===== config.mk =====
export PLATFORM = sky130hd
export DESIGN_NAME = bb3_queue
export DESIGN_NICKNAME = d
export VERILOG_FILES = /design/src/design/bb3_pkg.sv /design/src/design/bb3_queue.sv
export SDC_FILE = /design/constraint.sdc
export NUM_CORES = 1
export LEC_CHECK = 0
export BUFFER_PORTS_ARGS = -buffer_cell sky130_fd_sc_hd__buf_2
export CORE_UTILIZATION = 35
export DETAILED_ROUTE_END_ITERATION = 10
export HOLD_SLACK_MARGIN = 0.12
export PLACE_DENSITY = 0.54
export REMOVE_ABC_BUFFERS = 1
export SLEW_MARGIN = 20
export SYNTH_ARGS = -nofsm -noshare
export SYNTH_HDL_FRONTEND = slang
export SYNTH_SLANG_ARGS = --single-unit

===== constraint.sdc =====
create_clock -name i_clk -period 4.3 [get_ports i_clk]
set_input_delay 0.215 -clock i_clk [delete_from_list [all_inputs] [get_ports i_clk]]
set_output_delay 0.215 -clock i_clk [all_outputs]
set_load 0.01 [all_outputs]

===== src/design/bb3_pkg.sv =====
`timescale 1ns / 1ps
// ----------------------------------------------------------------------------
// bb3_pkg
// Shared types, constants and helpers of the 3x3 RGB box blur.
// ----------------------------------------------------------------------------
package bb3_pkg;

    // Default frame limits and register reset values
    localparam int DEF_MAX_WIDTH  = 1024;
    localparam int DEF_MAX_HEIGHT = 1024;
    localparam int WIDTH_RESET    = 1024;
    localparam int HEIGHT_RESET   = 768;

    // Field widths
    localparam int CFG_DATA_W = 11;
    localparam int WORD_W     = 32;
    localparam int RGB_W      = 24;
    localparam int CSUM_W     = 10;   // sum of three 8-bit channel values

    // Job queue between front and back
    localparam int QUEUE_DEPTH  = 4;
    localparam int QUEUE_FREE_W = $clog2(QUEUE_DEPTH + 1);

    localparam logic [7:0] ALPHA_OPAQUE = 8'hFF;

    typedef enum logic [1:0] {
        CFG_ACTIVE_WIDTH  = 2'd0,
        CFG_ACTIVE_HEIGHT = 2'd1
    } t_cfg_idx;

    typedef enum logic {
        OP_PIXEL = 1'b0,
        OP_DRAIN = 1'b1
    } t_opcode;

    // Column sum of one window column, per channel
    typedef struct packed {
        logic [CSUM_W-1:0] red;
        logic [CSUM_W-1:0] green;
        logic [CSUM_W-1:0] blue;
    } t_csum;

    // One blur job: the three window columns after the shift
    typedef struct packed {
        t_csum col0;
        t_csum col1;
        t_csum col2;
        logic  emit_last;    // last column: a second result follows
        logic  frame_last;   // that second result closes the frame
    } t_job;

    // Limit a written size to 2..hi
    function automatic logic [31:0] clamp_size(input logic [31:0] value,
                                               input logic [31:0] hi);
        if (value < 32'd2) begin
            return 32'd2;
        end
        if (value > hi) begin
            return hi;
        end
        return value;
    endfunction

endpackage


===== src/design/bb3_queue.sv =====
`timescale 1ns / 1ps
// ----------------------------------------------------------------------------
// bb3_queue
// Short job queue between the front and the back.
// ----------------------------------------------------------------------------
module bb3_queue (
    input  logic                              i_clk,
    input  logic                              i_rst_n,
    input  logic                              i_push,
    input  bb3_pkg::t_job                     i_job,
    input  logic                              i_pop,
    output logic                              o_valid,
    output bb3_pkg::t_job                     o_head,
    output logic [bb3_pkg::QUEUE_FREE_W-1:0]  o_free
);
    localparam int QD  = bb3_pkg::QUEUE_DEPTH;
    localparam int QAW = $clog2(QD);
    localparam int QFW = bb3_pkg::QUEUE_FREE_W;

    bb3_pkg::t_job  r_mem [QD];
    logic [QAW-1:0] r_wr, r_rd;
    logic [QFW-1:0] r_cnt;

    assign o_valid = (r_cnt != '0);
    assign o_head  = r_mem[r_rd];
    assign o_free  = QFW'(QD) - r_cnt;

    always_ff @(posedge i_clk) begin
        if (!i_rst_n) begin
            r_wr  <= '0;
            r_rd  <= '0;
            r_cnt <= '0;
        end else begin
            if (i_push) begin
                r_wr <= (r_wr == QAW'(QD - 1)) ? '0 : r_wr + QAW'(1);
            end
            if (i_pop) begin
                r_rd <= (r_rd == QAW'(QD - 1)) ? '0 : r_rd + QAW'(1);
            end
            r_cnt <= r_cnt + QFW'(i_push) - QFW'(i_pop);
        end
    end

    always_ff @(posedge i_clk) begin
        if (i_push) begin
            r_mem[r_wr] <= i_job;
        end
    end

    a_count_bound: assert property (@(posedge i_clk) disable iff (!i_rst_n)
        r_cnt <= QFW'(QD))
        else $error("queue count beyond depth");
endmodule


==> flow_summary.yaml <==
run_status:
  status: "finished, final reports clean"
clocking:
  post_cts_buffers: 0
  cts.sinks: 377
  cts_resized: 0
  clock_path_buffers: 3
  clock_latency_ns: 0.55
  cts_htree_levels: 2
  cts-root-buf: "clkbuf_16"
  clkTransAtPathRegs_ns: 0.06
  cts_buffers: 40
  cts_tree: "built"
floorplan:
  fp.dieW_um: 200
  die_area_mm2: 0.0401
  core-area_mm2: 0.0387
  pin_count: 192
  row_count: 72
  initial_core_util: 0.355
  fp.dieH_um: 200
global_route:
  use_met1: 0.175
  grtUsageMet2: 0.238
  grt_pass1_vias: 7569
  grt_pass1_wl_um: 43100
  grt_max_degree: 93
  grt.total_usage: 0.141
  met3_usage: 0.0374
  gr-total-overflow: 0
  antenna_found_initial: 0
  grt-busiest-layer: "met2"
power:
  worst_ir_drop_vdd_mv: 0.276
  p_leak_nw: 5.99
  power.density_mw_per_mm2: 479
hold_path:
  hold_path_depth: 2
  whs_endpoint: "r_mem[1][70]"
  hold_class: "input port to flip-flop"
  worstHoldStart: "i_job[70]"
placement:
  dp_cells: 1226
  place.gp.congestion: 0.710
  portBuffers: 191
  hpwlAfterDp_um: 15800
  placed_area_mm2: 0.0153
route:
  wl_um: 27400
  drt_iter0_drc: 295
  dr_total_vias: 6554
  route.detailed.drc: 0
  ant_nets: 0
  viasPerCell: 4.70
  drt_pass1_iterations: 4
  wire_per_inst_um: 19.7
final_layout:
  drive_gt1_frac: 0.414
  n_antenna_cell: 0
  syn_to_final_growth_pct: 27.9
  seqCellArea_mm2: 0.0112
  postLayoutCoreUtil: 0.455
  final_nets: 952
  multi_input_area_mm2: 0.00234
  nFillCells: 3300
  fin_cells: 1395
  finalInstanceArea_mm2: 0.0176
timing:
  setup_viol: 0
  clock_skew_ns: 0.0155
  slew_headroom: 0.490
  period_minus_slack_ns: 2.66
  slew_viol_final: 0
  rsz0062_at_grt: "false"
  max_freq_ghz: 0.376
  worst_slew_pin_slew_ns: 0.765
  hold_viol: 0
  holdWs_ns: 0.418
  fin_crit_sh: 0.618
synthesis:
  yosys.area_share.adder: 0.00964
  yosys-top-cells-count: "368 x edfxtp_1, 92 x mux4_2, 10 x inv_1"
  synth_cells: 528
  synth_top_family_by_area: "multiplexers"
  seq_area_frac_synth: 0.816
  synth_xor_area_frac: 0.00164
  synth_warnings: 0
  synth.avg_cell_area_um2: 26.1
  synth_edf_count: 368
  synth_seq_cells: 377
  synth_most_common_cell: "edfxtp_1"
  synthDistinctLibCells: 17
  synth_top_cells_by_area: "edfxtp_1 80%, mux4_2 15%, dfxtp_1 1.3%, ha_1 0.82%, buf_6 0.74%"
  synth-compound-area-share: 0.000727
  synthSimpleGateAreaFrac: 0.00555
  synth_top_area_share: 0.803
  syn-cell-area_mm2: 0.0138
  muxShareOfSynthArea: 0.152
  synth_flop_cell: "edfxtp_1"
  synth.largest_area_cell: "edfxtp_1"
  async_reset_ff_frac: 0
run:
  cap_violations: 0
worst_setup_path:
  crit_arrival_ns: 2.44
  reg2reg_from: "r_wr[0]"
  start_kind: "flip-flop"
  r2r_cells: 3
  worstSetupEndpointType: "output port"
  r2r_slack_ns: 2.23
  crit_fanout: 47
  r2r-end: "r_mem[3][56]"
  critPathKind: "flip-flop to output port"
  critPathRequiredTime_ns: 4.09
-- metal layers --
metal | share of wire | vias up | routed length (um)
met5 | 0 | - | 0
met4 | 0.022 | 0 | 592
met3 | 0.051 | 37 | 1410
met2 | 0.50 | 158 | 13600
met1 | 0.43 | 3466 | 11800
li1 | - | 2893 | -
-- state kept, by name (all words and copies together) (netlist names), named ones only --
name / count
r_wr: 2
r_rd: 2
r_mem: 368
r_cnt: 3
-- layout by cell type, fill, tap and decap left out --
cell           synthesis  layout
bufinv_16              0       5
a21oi_1                2       2
nand2b_1               2       2
mux4_2                92      92
dfxtp_1                9       7
clkbuf_16              0      41
clkinvlp_4             0       3
mux2i_1                2       2
clkinv_1               0       7
edfxtp_1             368     368
or3b_2                 2       2
clkinv_2               0      11
buf_12                 0       3
fa_1                   1       1
and2_4                 0       4
dfxtp_4                0       2
nor2_1                 4       4
clkbuf_1               2       4
buf_4                  1       7
buf_2                  9     191
inv_1                 10      10
and2_1                 5       1
xnor3_1                1       1
ha_1                   9       9
dlygate4sd3_1          0      96
inv_6                  0       2
-- through the flow --
stage / TNS, ns / power (mW) / setup slack, ns
final: 0 / 8.43 / 1.64
after global routing: 0 / 8.76 / 1.50
after CTS: 0 / 8.56 / 1.53
after detailed placement: 0 / 5.04 / 2.15
after global placement: 0 / 5.01 / 2.20
after floorplan: -41.39 / 4.74 / -0.450
-- cells by family (layout without fill, tap and decap cells) --
group,count (synthesis),in the layout
xor gates and xnor gates,1,1
and+or+nand+nor,13,13
DFF,377,377
AOI/OAI and AO/OA,2,2
buffers and inverters,31,380
adders and majority gates,10,10
muxes,94,94
-- worst max-delay path, stage by stage, from the launching register on --
cell	delay, ns
dfxtp_4	0.83
buf_4	0.51
mux4_2	0.39
buf_2	0.16
-- worst max path at each step --
| stage | start | end | slack [ns] | cells after the start |
|---|---|---|---|---|
| floorplan | flip-flop | o_head[0] | -0.45 | 1 |
| global placement | flip-flop | o_head[58] | 2.20 | 3 |
| detailed placement | flip-flop | o_head[51] | 2.15 | 3 |
| CTS | flip-flop | o_head[51] | 1.53 | 3 |
| global route | flip-flop | o_head[58] | 1.50 | 3 |
| finish | flip-flop | o_head[51] | 1.64 | 3 |
-- power by group --
part	internal (mW)	switching, mW
clock	2.05	1.37
sequential	4.20	0.0557
combinational	0.383	0.383
total	6.63	1.81
-- cell type report --
cell class              instances  share of cell area
clock buffers                  45              0.0591
inverters                      10             0.00213
clock inverters                28              0.0154
well taps                     518              0.0368
multi-input cells             120               0.133
flip-flops and latches        377               0.638
repair buffers                297               0.115
-- what timing repair did --
action	in CTS	in global routing
endpoints found under the setup margin	0	0
hold buffers	96	0
hold endpoints to repair	377	0
Power figures use the tool's default switching activity.
