$ cat src/design/bb3_pkg.sv
`timescale 1ns / 1ps
// ----------------------------------------------------------------------------
// bb3_pkg
// Shared types, constants and helpers of the 3x3 RGB box blur.
// ----------------------------------------------------------------------------
package bb3_pkg;

    // Default frame limits and register reset values
    localparam int DEF_MAX_WIDTH  = 1024;
    localparam int DEF_MAX_HEIGHT = 1024;
    localparam int WIDTH_RESET    = 1024;
    localparam int HEIGHT_RESET   = 768;

    // Field widths
    localparam int CFG_DATA_W = 11;
    localparam int WORD_W     = 32;
    localparam int RGB_W      = 24;
    localparam int CSUM_W     = 10;   // sum of three 8-bit channel values

    // Job queue between front and back
    localparam int QUEUE_DEPTH  = 4;
    localparam int QUEUE_FREE_W = $clog2(QUEUE_DEPTH + 1);

    localparam logic [7:0] ALPHA_OPAQUE = 8'hFF;

    typedef enum logic [1:0] {
        CFG_ACTIVE_WIDTH  = 2'd0,
        CFG_ACTIVE_HEIGHT = 2'd1
    } t_cfg_idx;

    typedef enum logic {
        OP_PIXEL = 1'b0,
        OP_DRAIN = 1'b1
    } t_opcode;

    // Column sum of one window column, per channel
    typedef struct packed {
        logic [CSUM_W-1:0] red;
        logic [CSUM_W-1:0] green;
        logic [CSUM_W-1:0] blue;
    } t_csum;

    // One blur job: the three window columns after the shift
    typedef struct packed {
        t_csum col0;
        t_csum col1;
        t_csum col2;
        logic  emit_last;    // last column: a second result follows
        logic  frame_last;   // that second result closes the frame
    } t_job;

    // Limit a written size to 2..hi
    function automatic logic [31:0] clamp_size(input logic [31:0] value,
                                               input logic [31:0] hi);
        if (value < 32'd2) begin
            return 32'd2;
        end
        if (value > hi) begin
            return hi;
        end
        return value;
    endfunction

endpackage

$ cat src/design/bb3_if.sv


interface bb3_res_if;
    logic                       valid;
    logic                       ready;
    logic [bb3_pkg::WORD_W-1:0] blurred_word;
    logic                       frame_last;

    modport source (output valid, output blurred_word, output frame_last, input ready);
    modport sink   (input valid, input blurred_word, input frame_last, output ready);
endinterface


$ cat src/design/bb3_back.sv
`timescale 1ns / 1ps
// ----------------------------------------------------------------------------
// bb3_back
// Sums the window columns, divides by nine and drives the result register.
// ----------------------------------------------------------------------------
module bb3_back (
    input  logic           i_clk,
    input  logic           i_rst_n,
    input  logic           i_head_valid,
    input  bb3_pkg::t_job  i_head,
    output logic           o_pop,
    bb3_res_if.source      o_res
);
    // floor(x / 9) = (x * 7282) >> 16, exact for x below 29491
    localparam int          DIV9_SHIFT = 16;
    localparam logic [12:0] DIV9_MUL   = 13'd7282;

    logic        r_phase;      // second result of a last-column job
    logic        r_valid;
    logic [31:0] r_word;
    logic        r_flast;

    logic          load;
    bb3_pkg::t_csum c2;
    logic [11:0]   s_red, s_green, s_blue;

    function automatic logic [7:0] div9(input logic [11:0] s);
        logic [24:0] prod;
        prod = 25'(s) * 25'(DIV9_MUL);
        return prod[DIV9_SHIFT +: 8];
    endfunction

    always_comb begin
        c2      = r_phase ? '0 : i_head.col2;
        s_red   = 12'(r_phase ? i_head.col1.red   : i_head.col0.red)
                  + 12'(r_phase ? i_head.col2.red   : i_head.col1.red)   + 12'(c2.red);
        s_green = 12'(r_phase ? i_head.col1.green : i_head.col0.green)
                  + 12'(r_phase ? i_head.col2.green : i_head.col1.green) + 12'(c2.green);
        s_blue  = 12'(r_phase ? i_head.col1.blue  : i_head.col0.blue)
                  + 12'(r_phase ? i_head.col2.blue  : i_head.col1.blue)  + 12'(c2.blue);
    end

    assign load  = i_head_valid && (!r_valid || o_res.ready);
    assign o_pop = load && (r_phase || !i_head.emit_last);

    always_ff @(posedge i_clk) begin
        if (!i_rst_n) begin
            r_phase <= 1'b0;
            r_valid <= 1'b0;
        end else begin
            if (load) begin
                r_phase <= !r_phase && i_head.emit_last;
                r_valid <= 1'b1;
            end else if (o_res.ready) begin
                r_valid <= 1'b0;
            end
        end
    end

    always_ff @(posedge i_clk) begin
        if (load) begin
            r_word  <= {div9(s_red), div9(s_green), div9(s_blue), bb3_pkg::ALPHA_OPAQUE};
            r_flast <= r_phase && i_head.frame_last;
        end
    end

    assign o_res.valid        = r_valid;
    assign o_res.blurred_word = r_word;
    assign o_res.frame_last   = r_flast;

    // The second phase only exists while a last-column job sits at the head
    a_phase_needs_job: assert property (@(posedge i_clk) disable iff (!i_rst_n)
        r_phase |-> (i_head_valid && i_head.emit_last))
        else $error("second result pending without a last-column job");
endmodule

$ cat src/flat_wrapper.sv
// flat-port wrapper written by rule: the top's interface ports become plain ports
module bb3_back_flat 
  (i_clk, i_rst_n, i_head_valid, i_head, o_pop, o_res_valid, o_res_blurred_word, o_res_frame_last, o_res_ready);
  bb3_res_if o_res_i ();
  input  logic i_clk;
  input  logic i_rst_n;
  input  logic i_head_valid;
  input  bb3_pkg::t_job i_head;
  output logic o_pop;
  output wire logic [$bits(o_res_i.valid)-1:0] o_res_valid;
  output wire logic [$bits(o_res_i.blurred_word)-1:0] o_res_blurred_word;
  output wire logic [$bits(o_res_i.frame_last)-1:0] o_res_frame_last;
  input wire logic [$bits(o_res_i.ready)-1:0] o_res_ready;
  assign o_res_valid = o_res_i.valid;
  assign o_res_blurred_word = o_res_i.blurred_word;
  assign o_res_frame_last = o_res_i.frame_last;
  assign o_res_i.ready = o_res_ready;
  bb3_back u_core (.i_clk(i_clk), .i_rst_n(i_rst_n), .i_head_valid(i_head_valid), .i_head(i_head), .o_pop(o_pop), .o_res(o_res_i));
endmodule
$ cat config.mk
export PLATFORM = sky130hd
export DESIGN_NAME = bb3_back_flat
export DESIGN_NICKNAME = d
export VERILOG_FILES = /design/src/design/bb3_pkg.sv /design/src/design/bb3_if.sv /design/src/design/bb3_back.sv /design/src/flat_wrapper.sv
export SDC_FILE = /design/constraint.sdc
export NUM_CORES = 1
export LEC_CHECK = 0
export CAP_MARGIN = 10
export CORE_AREA = 2 2 163 205
export CTS_CLUSTER_DIAMETER = 30
export CTS_CLUSTER_SIZE = 20
export DETAILED_ROUTE_END_ITERATION = 10
export DIE_AREA = 0 0 165 207
export DONT_BUFFER_PORTS = 1
export SLEW_MARGIN = 20
export SYNTH_ARGS = -nofsm -noshare
export SYNTH_HDL_FRONTEND = slang
export SYNTH_SLANG_ARGS = --single-unit
$ cat constraint.sdc
create_clock -name i_clk -period 10.88 [get_ports i_clk]
set_input_delay 1.088 -clock i_clk [delete_from_list [all_inputs] [get_ports i_clk]]
set_output_delay 1.088 -clock i_clk [all_outputs]
set_load 0.01 [all_outputs]
==> flow_summary.toml <==
[timing]
setup_viol = 0
grt_setup_unrepaired = "no"
fin_hold_ws_ps = 682
finalMaxSlewViolations = 0
fin_crit_ps = 8790
period_share_pct = 80.8
setup-tns-final_ps = 0
finalHoldViolations = 0
skew_ps = 16.2
max_slew_margin_pct = 38.3
tightest_slew_ps = 926
fmax_ghz = 0.114

[worst_setup_path]
crit_path_top_delay_cell = "dfxtp_4"
r2r-end = "u_core.o_res.blurred_word[15]$_DFFE_PP_"
path_class = "register to register"
start_kind = "register"
setup.worst_path.end_class = "register"
crit_path_max_fanout = 74
critPathArrivalTime_ps = 8830
r2r_start = "u_core.r_phase$_SDFFE_PN0P_"
r2r_slack_ps = 2090
required_ps = 10910
critPathMaxStageDelay_ps = 970
reg2reg_depth = 28

[clock_network]
cts_tree = "done"
cts_resized = 0
cts.sinks = 27
postCtsSetupBuffers = 0
ctsRootBufferMaster = "clkbuf_16"
path_clk_slew_ps = 90
clk_latency_ps = 280
clock_path_buffers = 2
htree_levels = 1
cts_made_buffers = 3
holdBufCountCts = 0

[hold_path]
hold_start = "u_core.o_res.valid$_SDFFE_PN0P_"
hold_path_class = "register to register"
holdPathStages = 2
holdPathEnd = "u_core.o_res.valid$_SDFFE_PN0P_"

[die]
io_pins = 131
die_h_um = 207
die_w_um = 165
die_area_sq_mm = 0.0342
start_util_pct = 29.5
core_sq_mm = 0.0323
num_rows = 74

[placed_design]
io_buffers = 0
place_congestion = 0.842
hpwl_um = 17900

[run]
maxCapViolCount = 0

[layout]
drive_above_1_share_pct = 7.13
fin_nets = 1391
area_growth_pct = 5.67

[yosys]
synth-edff-count = 25
avgSynthCellArea_sq_um = 9.77
synth_ff_type = "edfxtp_1"
synth_cell_type_count = 60
synth_warnings = 0
synthesis.area_sq_mm = 0.00953
synthCells = 976
synth_seq_area_share_pct = 8.30
synth_seq_cells = 27
synthArstFlopShare_pct = 0

[route]
routedWlPerCell_um = 14.2
drt-total-wl_um = 19700
dr.first_iter.drc_count = 213
drc = 0
vias_per_cell = 4.65
ant_nets = 0
firstDrtPassIters = 4
num_vias = 6452

[global_routing]
grt_pass1_wl_um = 33200
antenna_found_initial = 3
overflow = 0
grt_pass1_vias = 6830
grt_start_max_net_pins = 75
grt_use_total_pct = 12.0

[run_status]
status = "completed"
-- synth_stat cells, drive strengths merged (2+ instances only) --
cell type    n  area, sq um
fa         103         2060
inv        174          653
or3          2         12.5
o31ai        5         42.5
o31a         2         17.5
edfxtp      25          751
a21oi       33          165
nor4         4         25.0
mux2i       17          170
a21o        23          173
xor2        33          297
dfxtp        2         40.0
nor2b       33          206
nand3       10         50.1
a2bb2oi      2         17.5
a211oi       6         50.1
nor3         5         25.0
nand4        2         12.5
or2          2         12.5
o41ai        2         25.0
buf          8         60.1
xnor2       55          489
and2         4         25.0
ha         223         2790
o21a         8         60.1
a31oi        3         18.8
nand2       24         90.1
o21ai       28          140
o21bai       5         37.5
nand2b      17          106
clkbuf      12         45.0
o41a         3         33.8
nor2        37          139
mux2        46          518
-- worst max-delay path by stage --
stage,startpoint,endpoint,cells past startpoint
after floorplan,i_head[32],u_core.o_res.blurred_word[15]$_DFFE_PP_,28
after global placement,u_core.r_phase$_SDFFE_PN0P_,u_core.o_res.blurred_word[15]$_DFFE_PP_,28
after detailed placement,u_core.r_phase$_SDFFE_PN0P_,u_core.o_res.blurred_word[15]$_DFFE_PP_,28
after CTS,u_core.r_phase$_SDFFE_PN0P_,u_core.o_res.blurred_word[15]$_DFFE_PP_,28
after global routing,u_core.r_phase$_SDFFE_PN0P_,u_core.o_res.blurred_word[15]$_DFFE_PP_,28
final,u_core.r_phase$_SDFFE_PN0P_,u_core.o_res.blurred_word[15]$_DFFE_PP_,28
-- state kept, by name, indices dropped and copies added (netlist names) --
signal	count
u_core.r_phase	1
u_core.o_res.blurred_word	24
u_core.o_res.valid	1
u_core.o_res.frame_last	1
-- stage by stage --
step	worst slack, ps	utilization, %	instances	instance area [sq um]
floorplan	2810	-	983	9560
global placement	2220	30.9	1382	9990
global route	1340	31.2	1387	10100
detailed placement	1990	30.9	1382	9990
finish	2090	31.2	1387	10100
CTS	1970	31.2	1386	10100
-- placed cells by master (no fill, tap or decap), types with 6 or more instances in the layout --
master	Yosys	routed
nand2_1	24	24
nand2b_1	17	17
ha_1	223	223
a21o_1	23	23
edfxtp_1	25	25
xor2_1	32	32
a21oi_1	33	33
inv_1	169	168
mux2i_1	17	17
fa_1	103	103
nand3_1	10	10
o21ai_0	16	16
o21a_1	8	8
o21ai_1	12	12
xnor2_1	54	54
nor2b_1	33	33
mux2_2	46	46
conb_1	1	8
nor2_1	37	37
inv_2	5	6
-- area by class of cell --
cell class	count	area [sq um]
well taps	418	523
clock buffers	3	75.1
multi-input cells	761	8010
fillers	3347	22200
repair buffers	1	7.51
diodes	1	2.50
inverters	175	657
flip-flops and latches	27	795
clock inverters	1	7.51
-- metal layers --
| metal | vias up | GRT usage (%) | wire [um] |
|---|---|---|---|
| met4 | 4 | 1.71 | 257 |
| met1 | 3071 | 14.0 | 8060 |
| met5 | - | 0 | 23 |
| li1 | 3257 | - | - |
| met2 | 98 | 22.5 | 10400 |
| met3 | 22 | 2.62 | 919 |
-- logic make-up after synthesis --
family	count (synthesis)	synth area share (%)
other cells	1	0.0393
fa+ha+maj	326	50.9
xor+xnor	89	8.48
buf+inv	195	7.99
flops	27	8.30
compound gates	128	9.04
simple gates	147	8.03
mux	63	7.22
-- worst max-delay path: cells and delay by family, from the launching register on --
kind,cells,cell delay (ps)
adder cells (fa/ha/maj),9,3670
AO/OA/AOI/OAI,7,1590
flip-flops,1,970
AND/OR/NAND/NOR,3,940
XOR/XNOR,2,570
multiplexers,1,430
buffers and inverters,6,370
Power is not shown: default switching activity piles up to over one toggle a cycle in this logic, so the estimate is an artifact.
